`config.mk`:
```
export PLATFORM = sky130hd
export DESIGN_NAME = tanv_front
export DESIGN_NICKNAME = d
export VERILOG_FILES = /design/src/rtl/core/tanv_pkg.sv /design/src/rtl/core/tanv_front.sv
export SDC_FILE = /design/constraint.sdc
export NUM_CORES = 1
export LEC_CHECK = 0
export BUFFER_PORTS_ARGS = -buffer_cell sky130_fd_sc_hd__buf_2
export CORE_MARGIN = 2
export CORE_UTILIZATION = 37
export DETAILED_ROUTE_END_ITERATION = 8
export PLACE_DENSITY_LB_ADDON = 0.05
export SETUP_SLACK_MARGIN = 0.02
export SKIP_CTS_REPAIR_TIMING = 1
export SYNTH_ARGS = -nofsm -noshare
export SYNTH_HDL_FRONTEND = slang
export SYNTH_SLANG_ARGS = --single-unit
```
`constraint.sdc`:
```
create_clock -name clock -period 2.1 [get_ports clock]
set_input_delay 0.21 -clock clock [delete_from_list [all_inputs] [get_ports clock]]
set_output_delay 0.21 -clock clock [all_outputs]
set_load 0.05 [all_outputs]
```
`src/rtl/core/tanv_pkg.sv`:
```
// Shared constants, types and state codes of the three-axis noise variance block.
`default_nettype none
package tanv_pkg;

   localparam int MAX_SAMPLES = 4096;
   localparam int SAMPLE_BITS = 16;
   localparam int FRAC_BITS = 8;
   localparam int AXES = 3;

   localparam int COUNT_BITS = 13;
   localparam int SUM_BITS = 29;
   localparam int SQ_BITS = 45;
   localparam int SQR_BITS = 2 * SAMPLE_BITS;
   localparam int MAG_BITS = SUM_BITS - 1;
   localparam int P1_BITS = COUNT_BITS + SQ_BITS;
   localparam int P2_BITS = 2 * MAG_BITS;
   localparam int NUM_BITS = 56;
   localparam int DVD_BITS = NUM_BITS + FRAC_BITS;
   localparam int STEP_BITS = $clog2(DVD_BITS);
   localparam int NN_BITS = 2 * COUNT_BITS;
   localparam int DIV_BITS = 26;
   localparam int VAR_BITS = 38;
   localparam int STATUS_BITS = 2;

   localparam int QUEUE_DEPTH = 4;
   localparam int QPTR_BITS = $clog2(QUEUE_DEPTH);

   localparam logic [VAR_BITS-1:0] VAR_MAX = '1;

   typedef enum logic [STATUS_BITS-1:0] {
      STATUS_OK       = 2'd0,
      STATUS_FEW      = 2'd1,
      STATUS_OVERFLOW = 2'd2
   } status_type;

   typedef enum logic [2:0] {
      BACK_ACC,
      BACK_MUL,
      BACK_ADD,
      BACK_DIV,
      BACK_DONE
   } back_state_type;

   typedef struct packed {
      logic signed [SAMPLE_BITS-1:0] x;
      logic signed [SAMPLE_BITS-1:0] y;
      logic signed [SAMPLE_BITS-1:0] z;
      logic                          drop;
      logic                          last;
   } word_type;

   typedef struct packed {
      logic     valid;
      word_type word;
   } push_type;

endpackage
`default_nettype wire

```
`src/rtl/core/tanv_front.sv`:
```
// Front end: takes sample words and marks those beyond the set limit for dropping.
`default_nettype none
module tanv_front (
   input  wire                              clock,
   input  wire                              reset,
   input  wire                              req_valid,
   output logic                             req_ready,
   input  wire  [tanv_pkg::SAMPLE_BITS-1:0] req_sample_x,
   input  wire  [tanv_pkg::SAMPLE_BITS-1:0] req_sample_y,
   input  wire  [tanv_pkg::SAMPLE_BITS-1:0] req_sample_z,
   input  wire                              req_last_sample,
   output tanv_pkg::push_type               push,
   input  wire                              push_ready
);
   import tanv_pkg::*;

   logic [COUNT_BITS-1:0] count_ff;
   logic [COUNT_BITS-1:0] count_in;
   logic                  full;
   logic                  take;

   assign full = (count_ff == COUNT_BITS'(MAX_SAMPLES));
   assign take = req_valid & push_ready;
   assign req_ready = push_ready;

   always_comb begin
      push.valid = req_valid;
      push.word.x = signed'(req_sample_x);
      push.word.y = signed'(req_sample_y);
      push.word.z = signed'(req_sample_z);
      push.word.drop = full;
      push.word.last = req_last_sample;
   end

   always_comb begin
      count_in = count_ff;
      if (take) begin
         if (req_last_sample) begin
            count_in = '0;
         end else if (!full) begin
            count_in = count_ff + COUNT_BITS'(1);
         end
      end
   end

   always_ff @(posedge clock) begin
      if (reset) begin
         count_ff <= '0;
      end else begin
         count_ff <= count_in;
      end
   end

endmodule
`default_nettype wire

```
==> impl_metrics.csv <==
group,metric,value,unit
sta,relSlewSlack,67.36,%
sta,fmax,525.4,MHz
power,vdd_drop_max,0.2729,mV
yosys,ys.warnings.count,0,
clocking,clk_pin_slew,0.08,ns
clocking,clk_latency,0.28,ns
die,fp.dieW,59.63,µm
final_layout,final_common_cell,"dfxtp_1",
global_routing,antenna_found_initial,0,
detailed_routing,initialDrtViolationCount,21,
yosys,synth.cell_area,1145,µm²
die,die_area,3555,µm²
sta,post-route-min-period,1.903,ns
setup_path,cp.arrival,1.69,ns
final_layout,final_cells,138,
yosys,ys_seq_elements,13,
setup_path,critical_path.top_delay_family,"simple AND/OR/NAND/NOR gates",
global_routing,grt_pass1_vias,782,
setup_path,path_buf_inv,1,
setup_path,crit_path_end_kind,"output pin",
clocking,cts.sink_count,13,
detailed_routing,wl_per_cell,16.39,µm
setup_path,start_kind,"flip-flop",
setup_path,critPathSlowestCell,"nor4_1",
yosys,synth-edff-count,0,
clocking,cts_tree,"done",
final_layout,diodes,0,
detailed_routing,wl,2262,µm
global_routing,busiest_layer,"met2",
sta,rsz0062_at_grt,"false",
global_routing,grt_use_met1,16.69,%
global_routing,globalRouteMet2Util,23.23,%
global_routing,grt_overflow,0,
die,die_y,59.63,µm
status,outcome,"complete, no violations",
yosys,synth.net_count,202,
detailed_routing,ant_nets,0,
setup_path,worstPathRequired,1.89,ns
placement,post-place-ws,0.3467,ns
sta,setup_ws,0.1966,ns
die,rows,20,
sta,clock_skew,0.002415,ns
placement,dp_cells,134,
placement,dp_hpwl,1631,µm
sta,finalHoldViolCount,0,
die,start_util,38.13,%
die,pin_count,105,
setup_path,cpPeakStageDelay,0.48,ns
final_layout,layout.nets,161,
yosys,synth_cell_types,30,
setup_path,path_class,"flip-flop to output pin",
clocking,cts-htree-levels,1,
hold_path,hp-class,"input pin to flip-flop",
yosys,ys_seq_area_share,22.73,%
yosys,synth.avg_cell_area,7.788,µm²
hold_path,whs_path_depth,2,
final_layout,largest_reg_flops,13,
flow_run,drv_cap,0,
yosys,synth_ff_type,"dfxtp_1",
final_layout,layout_common_cells,"13 x dfxtp_1, 12 x a21oi_1, 9 x o21ai_0, 8 x buf_2",
setup_path,reg2regPathDepth,6,
setup_path,worstPathCellList,"nor4_1, and3_1, buf_2",
power,power_density,527.5,nW/µm²
sta,worst_pin_slew,0.4851,ns
clocking,numCtsBuffers,3,
sta,setup-violations-final,0,
final_layout,areaGrowthSynthToFinish,-24.59,%
global_routing,grt_start_max_net_pins,14,
placement,placed_cell_area,830.8,µm²
power,power.leakage,0.3036,nW
yosys,synth_cells,147,
yosys,async_flop_share,0,%
global_routing,met3_usage,6.987,%
sta,tns,0,ns
global_routing,grt_use_total,14.32,%
final_layout,finalInstanceArea,863.3,µm²
detailed_routing,drc,0,
setup_path,path_max_fanout,5,
clocking,clock-root-buffer,"clkbuf_4",
final_layout,top_register,"count_ff",
placement,portBuffers,8,
final_layout,drive_gt1_share,18.10,%
detailed_routing,route.vias.total,831,
setup_path,worst-path-stages,3,
clocking,cts_max_path_buffers,2,
sta,period_share,90.64,%
final_layout,largestRegisters,"count_ff (13)",
final_layout,fillCellCount,346,
placement,gp_congestion,0.7797,
global_routing,grt_pass1_wl,3767,µm
detailed_routing,drtPass1Iterations,4,
detailed_routing,post_drt_via_cell_ratio,6.022,
die,core,3003,µm²
sta,slew_viol_final,0,
## through the flow
step / utilization (%) / hold slack (ns) / power (W)
2_1_floorplan: - / 0.2791 / 0.0005370
3_3_place_gp: 27.67 / 0.4203 / 0.0003010
3_5_place_dp: 27.67 / 0.4203 / 0.0003014
4_1_cts: 28.54 / 0.2812 / 0.0004679
5_1_grt: 28.75 / 0.2831 / 0.0004874
6_report: 28.75 / 0.2867 / 0.0004554
## report_power, final
group,internal [W],leakage (nW),switching [W],total (W)
logic,0.0000126,0.184,0.0000338,0.0000463
clock network,0.0000736,0.0150,0.0000865,0.000160
registers,0.000247,0.105,0.00000159,0.000249
total,0.000334,0.304,0.000122,0.000455
## cell type report
type | instances | area, µm² | area share [%]
Sequential cell | 13 | 260.3 | 30.14
Timing Repair Buffer | 13 | 77.57 | 8.986
Tap cell | 33 | 41.29 | 4.783
Multi-Input combinational cell | 71 | 442.9 | 51.30
Clock buffer | 4 | 26.28 | 3.043
Inverter | 4 | 15.01 | 1.739
## path summary, 6_finish.rpt
check                                                from                         to  slack [ns]
worst max-delay path             count_ff[6]$_SDFFE_PP0P_                    push[1]        0.20
worst min-delay path                                reset   count_ff[1]$_SDFFE_PP0P_        0.29
worst max register to register   count_ff[0]$_SDFFE_PP0P_   count_ff[8]$_SDFFE_PP0P_        0.32
worst min register to register  count_ff[12]$_SDFFE_PP0P_  count_ff[12]$_SDFFE_PP0P_        0.51
## synthesized netlist by cell type (2+ instances only)
cell type	n	area (µm²)
a41oi_1	3	26.28
and3_1	3	18.77
nor2_1	6	22.52
buf_6	2	22.52
nand3_1	5	25.02
nand2_1	4	15.01
dfxtp_1	13	260.3
inv_1	4	15.01
a31oi_1	6	37.54
or4_1	4	30.03
clkbuf_1	4	15.01
or3_1	2	12.51
buf_4	52	390.4
ha_1	2	25.02
and4_1	2	17.52
o21ai_0	9	45.04
a21oi_1	12	60.06
nor4b_1	2	17.52
## layer usage
metal	vias up	routed length, µm
met5	-	0
met4	0	25
met3	4	148
met2	46	1081
met1	396	1006
li1	385	-
## logic make-up after synthesis
group                    after synthesis  synth area share (%)
buffers and inverters                 63                 39.12
AND/OR/NAND/NOR                       35                 18.14
AO/OA/AOI/OAI                         33                 16.94
flip-flops                            13                 22.73
adder cells (fa/ha/maj)                2                 2.185
multiplexers                           1                0.8744
Note: power is estimated with default switching activity, not from simulation.
