**src/rtl/core/tanv_pkg.sv**
```systemverilog
// Shared constants, types and state codes of the three-axis noise variance block.
`default_nettype none
package tanv_pkg;

   localparam int MAX_SAMPLES = 4096;
   localparam int SAMPLE_BITS = 16;
   localparam int FRAC_BITS = 8;
   localparam int AXES = 3;

   localparam int COUNT_BITS = 13;
   localparam int SUM_BITS = 29;
   localparam int SQ_BITS = 45;
   localparam int SQR_BITS = 2 * SAMPLE_BITS;
   localparam int MAG_BITS = SUM_BITS - 1;
   localparam int P1_BITS = COUNT_BITS + SQ_BITS;
   localparam int P2_BITS = 2 * MAG_BITS;
   localparam int NUM_BITS = 56;
   localparam int DVD_BITS = NUM_BITS + FRAC_BITS;
   localparam int STEP_BITS = $clog2(DVD_BITS);
   localparam int NN_BITS = 2 * COUNT_BITS;
   localparam int DIV_BITS = 26;
   localparam int VAR_BITS = 38;
   localparam int STATUS_BITS = 2;

   localparam int QUEUE_DEPTH = 4;
   localparam int QPTR_BITS = $clog2(QUEUE_DEPTH);

   localparam logic [VAR_BITS-1:0] VAR_MAX = '1;

   typedef enum logic [STATUS_BITS-1:0] {
      STATUS_OK       = 2'd0,
      STATUS_FEW      = 2'd1,
      STATUS_OVERFLOW = 2'd2
   } status_type;

   typedef enum logic [2:0] {
      BACK_ACC,
      BACK_MUL,
      BACK_ADD,
      BACK_DIV,
      BACK_DONE
   } back_state_type;

   typedef struct packed {
      logic signed [SAMPLE_BITS-1:0] x;
      logic signed [SAMPLE_BITS-1:0] y;
      logic signed [SAMPLE_BITS-1:0] z;
      logic                          drop;
      logic                          last;
   } word_type;

   typedef struct packed {
      logic     valid;
      word_type word;
   } push_type;

endpackage
`default_nettype wire

```
**src/rtl/core/tanv_queue.sv**
```systemverilog
// Short word queue between the front end and the back end.
`default_nettype none
module tanv_queue (
   input  wire                 clock,
   input  wire                 reset,
   input  tanv_pkg::push_type  push,
   output logic                push_ready,
   output logic                pop_valid,
   output tanv_pkg::word_type  pop_word,
   input  wire                 pop_ready
);
   import tanv_pkg::*;

   word_type             slot_ff [QUEUE_DEPTH];
   logic [QPTR_BITS-1:0] wr_ptr_ff;
   logic [QPTR_BITS-1:0] rd_ptr_ff;
   logic [QPTR_BITS:0]   fill_ff;
   logic [QPTR_BITS:0]   fill_in;
   logic                 do_push;
   logic                 do_pop;

   assign push_ready = (fill_ff != (QPTR_BITS+1)'(QUEUE_DEPTH));
   assign pop_valid = (fill_ff != '0);
   assign pop_word = slot_ff[rd_ptr_ff];
   assign do_push = push.valid & push_ready;
   assign do_pop = pop_valid & pop_ready;

   always_comb begin
      fill_in = fill_ff;
      if (do_push && !do_pop) begin
         fill_in = fill_ff + (QPTR_BITS+1)'(1);
      end else if (!do_push && do_pop) begin
         fill_in = fill_ff - (QPTR_BITS+1)'(1);
      end
   end

   always_ff @(posedge clock) begin
      if (reset) begin
         wr_ptr_ff <= '0;
         rd_ptr_ff <= '0;
         fill_ff <= '0;
      end else begin
         fill_ff <= fill_in;
         if (do_push) begin
            wr_ptr_ff <= wr_ptr_ff + QPTR_BITS'(1);
         end
         if (do_pop) begin
            rd_ptr_ff <= rd_ptr_ff + QPTR_BITS'(1);
         end
      end
   end

   always_ff @(posedge clock) begin
      if (do_push) begin
         slot_ff[wr_ptr_ff] <= push.word;
      end
   end

endmodule
`default_nettype wire

```
**config.mk**
```make
export PLATFORM = sky130hd
export DESIGN_NAME = tanv_queue
export DESIGN_NICKNAME = d
export VERILOG_FILES = /design/src/rtl/core/tanv_pkg.sv /design/src/rtl/core/tanv_queue.sv
export SDC_FILE = /design/constraint.sdc
export NUM_CORES = 1
export LEC_CHECK = 0
export CORE_MARGIN = 4
export CORE_UTILIZATION = 67
export CTS_CLUSTER_SIZE = 40
export DETAILED_ROUTE_END_ITERATION = 8
export DONT_BUFFER_PORTS = 1
export PLACE_DENSITY = 0.88
export SKIP_CTS_REPAIR_TIMING = 1
export SLEW_MARGIN = 40
export SYNTH_ARGS = -nofsm -noshare
export SYNTH_HDL_FRONTEND = slang
export SYNTH_SLANG_ARGS = --single-unit
```
**constraint.sdc**
```tcl
create_clock -name clock -period 4.5 [get_ports clock]
set_input_delay 0.225 -clock clock [delete_from_list [all_inputs] [get_ports clock]]
set_output_delay 0.225 -clock clock [all_outputs]
set_load 0.02 [all_outputs]
```
==> qor.yml <==
outcome: "finished, final reports clean"
drt-vias-per-instance: 6.321
grt_overflow: 0
avgSynthCellArea_sq_um: 24.96
max-vdd-ir-drop_mv: 0.4388
post_route_cells_drive_above_1_share_pct: 23.45
final_cell_mix: "200 x sky130_fd_sc_hd__edfxtp_1, 51 x sky130_fd_sc_hd__dlygate4sd3_1, 50 x sky130_fd_sc_hd__mux4_2, 19 x sky130_fd_sc_hd__clkbuf_16, 8 x sky130_fd_sc_hd__nor2_1"
power-per-cell-area_nw_per_um2: 575.1
tritoncts_clock_tree: "yes"
die-height_um: 115.5
critical_path_peak_fanout: 27
starting_utilization_of_the_core_area_pct: 69.84
cp.arrival_ns: 2.11
tritoncts.num_buffers: 19
number_of_core_rows: 38
gp_congestion: 0.7249
fp.dieW_um: 115.5
setup.worst_path.end_class: "output pin"
ys_ff_latch: 209
clk_path_buf_depth: 3
cts_sinks: 209
ys_warn_count: 0
final_common_cell: "sky130_fd_sc_hd__edfxtp_1"
synthesis.nets: 370
clkLatencyLatePin_ns: 0.47
wl_um: 13890
grt_pass1_wl_um: 20490
instance_count_of_the_mapped_netlist: 310
grt_antenna_before_repair: 2
antenna_violating_nets_post_route: 0
worstMarginPinSlew_ns: 0.7354
cell_at_the_root_of_the_clock_tree: "sky130_fd_sc_hd__clkbuf_16"
vias: 3350
drc_errors: 0
numPortBuffers: 0
stdcell_area_sq_um: 8944
slew_headroom_pct: 50.98
endpoints_failing_setup: 0
post-route-period-util_pct: 51.89
global_route.usage.total_pct: 20.85
path_clk_slew_ns: 0.06
total_core_area_sq_um: 11080
pin_count: 106
kind_of_critical_path: "flip-flop to output pin"
dpl_cell_area_sq_um: 7838
detail_route.first_pass.iterations: 5
unrepaired_setup_endpoints_after_global_routing: "no"
area.growth.synth_to_final_pct: 15.59
routed_wire_length_per_instance_um: 26.21
worst_clock_skew_ns: 0.004537
maxCapViolations: 0
sequential_element_share_of_the_synthesized_area_pct: 79.95
grt_start_max_net_pins: 51
timing.hold.worst.class: "input pin to flip-flop"
ctsHtreeMaxLevel: 1
dp_hpwl_um: 7889
maxSlewViolCount: 0
sum_of_negative_setup_slack_ns: 0
nets: 435
dieArea_sq_um: 13330
timing.critical_path.from_type: "flip-flop"
maxClockFrequency_mhz: 428.2
drt-initial-drc-count: 286
post-route-min-period_ns: 2.335
synthesis.area_sq_um: 7737
total_leakage_power_nw: 2.849
first_global_vias: 3387
synth.lib_cells_used.distinct: 24
report.final.hold_viol_count: 0
cp.required_ns: 4.28
## Yosys cell counts
library cell | number | area, sq um
sky130_fd_sc_hd__a21oi_1 | 1 | 5.000
sky130_fd_sc_hd__buf_2 | 5 | 25.02
sky130_fd_sc_hd__clkbuf_1 | 1 | 3.750
sky130_fd_sc_hd__or3_1 | 2 | 12.51
sky130_fd_sc_hd__mux2_2 | 1 | 11.26
sky130_fd_sc_hd__o31ai_1 | 1 | 7.510
sky130_fd_sc_hd__inv_1 | 3 | 11.26
sky130_fd_sc_hd__edfxtp_1 | 200 | 6006
sky130_fd_sc_hd__buf_6 | 1 | 11.26
sky130_fd_sc_hd__mux2i_1 | 2 | 20.02
sky130_fd_sc_hd__nand2_1 | 1 | 3.750
sky130_fd_sc_hd__mux4_2 | 50 | 1126
sky130_fd_sc_hd__nand2b_1 | 2 | 12.51
sky130_fd_sc_hd__nor2_1 | 8 | 30.03
sky130_fd_sc_hd__dfxtp_1 | 9 | 180.2
sky130_fd_sc_hd__buf_12 | 5 | 100.1
sky130_fd_sc_hd__fa_1 | 1 | 20.02
sky130_fd_sc_hd__o21ai_0 | 1 | 5.000
sky130_fd_sc_hd__o311ai_0 | 1 | 8.760
sky130_fd_sc_hd__and2_1 | 4 | 25.02
sky130_fd_sc_hd__a21boi_2 | 1 | 11.26
sky130_fd_sc_hd__xor2_1 | 4 | 35.03
sky130_fd_sc_hd__buf_1 | 1 | 3.750
sky130_fd_sc_hd__ha_1 | 5 | 62.56
## critical path, cell delays in order (launching register included)
cell and delay (ns):
sky130_fd_sc_hd__dfxtp_4 0.67, sky130_fd_sc_hd__buf_12 0.30, sky130_fd_sc_hd__mux4_2 0.63
## sequential cells by signal, summed over array words and instances (netlist names), named ones only
| register | cells |
|---|---|
| rd_ptr_ff | 2 |
| fill_ff | 3 |
| slot_ff | 200 |
| wr_ptr_ff | 2 |
## stage by stage
stage	power (mW)	cells	utilization, %	hold WS [ns]	setup slack, ns
after floorplan	3.507	310	-	0.3239	2.091
after detailed placement	3.640	443	70.75	0.2910	2.095
after global routing	5.367	530	80.73	0.01273	1.972
after global placement	3.585	442	70.56	0.2901	2.143
after CTS	5.140	477	76.07	-0.2046	2.076
final	5.143	530	80.73	0.005894	2.165
## final timing paths
| kind | from | end | slack (ns) | depth (start not counted) |
|---|---|---|---|---|
| max | flip-flop | pop_word[42] | 2.16 | 2 |
| min | reset | wr_ptr_ff[0] | 0.006 | 2 |
| max reg2reg | fill_ff[0] | fill_ff[2] | 2.19 | 8 |
| min reg2reg | wr_ptr_ff[1] | wr_ptr_ff[1] | 0.53 | 2 |
## power breakdown
part           total, mW  internal, mW  switching [mW]
clock               1.50         0.868           0.636
sequential          2.50          2.37           0.134
combinational       1.14         0.451           0.686
total               5.14          3.69            1.46
## layer usage
layer	global-route usage (%)	wire length (um)	vias up
li1	-	-	1438
met1	29.07	5403	1720
met2	33.53	6970	175
met3	7.311	1335	17
met4	3.365	179	0
met5	0	0	-
## final cells by class
| class | count | area, sq um |
|---|---|---|
| diodes | 2 | 5.005 |
| clock buffers | 31 | 570.5 |
| clock inverters | 3 | 18.77 |
| fillers | 485 | 2135 |
| inverters | 3 | 11.26 |
| multi-input cells | 85 | 1404 |
| flip-flops and latches | 209 | 6191 |
| well taps | 140 | 175.2 |
| repair buffers | 57 | 568.0 |
## kinds of logic after synthesis
| group | after synthesis | synth area share, % |
|---|---|---|
| xor+xnor | 4 | 0.4527 |
| flops | 209 | 79.95 |
| fa+ha+maj | 6 | 1.067 |
| buf+inv | 16 | 2.005 |
| mux | 53 | 14.96 |
| simple gates | 17 | 1.083 |
| compound gates | 5 | 0.4850 |
Power figures use the tool's default switching activity.
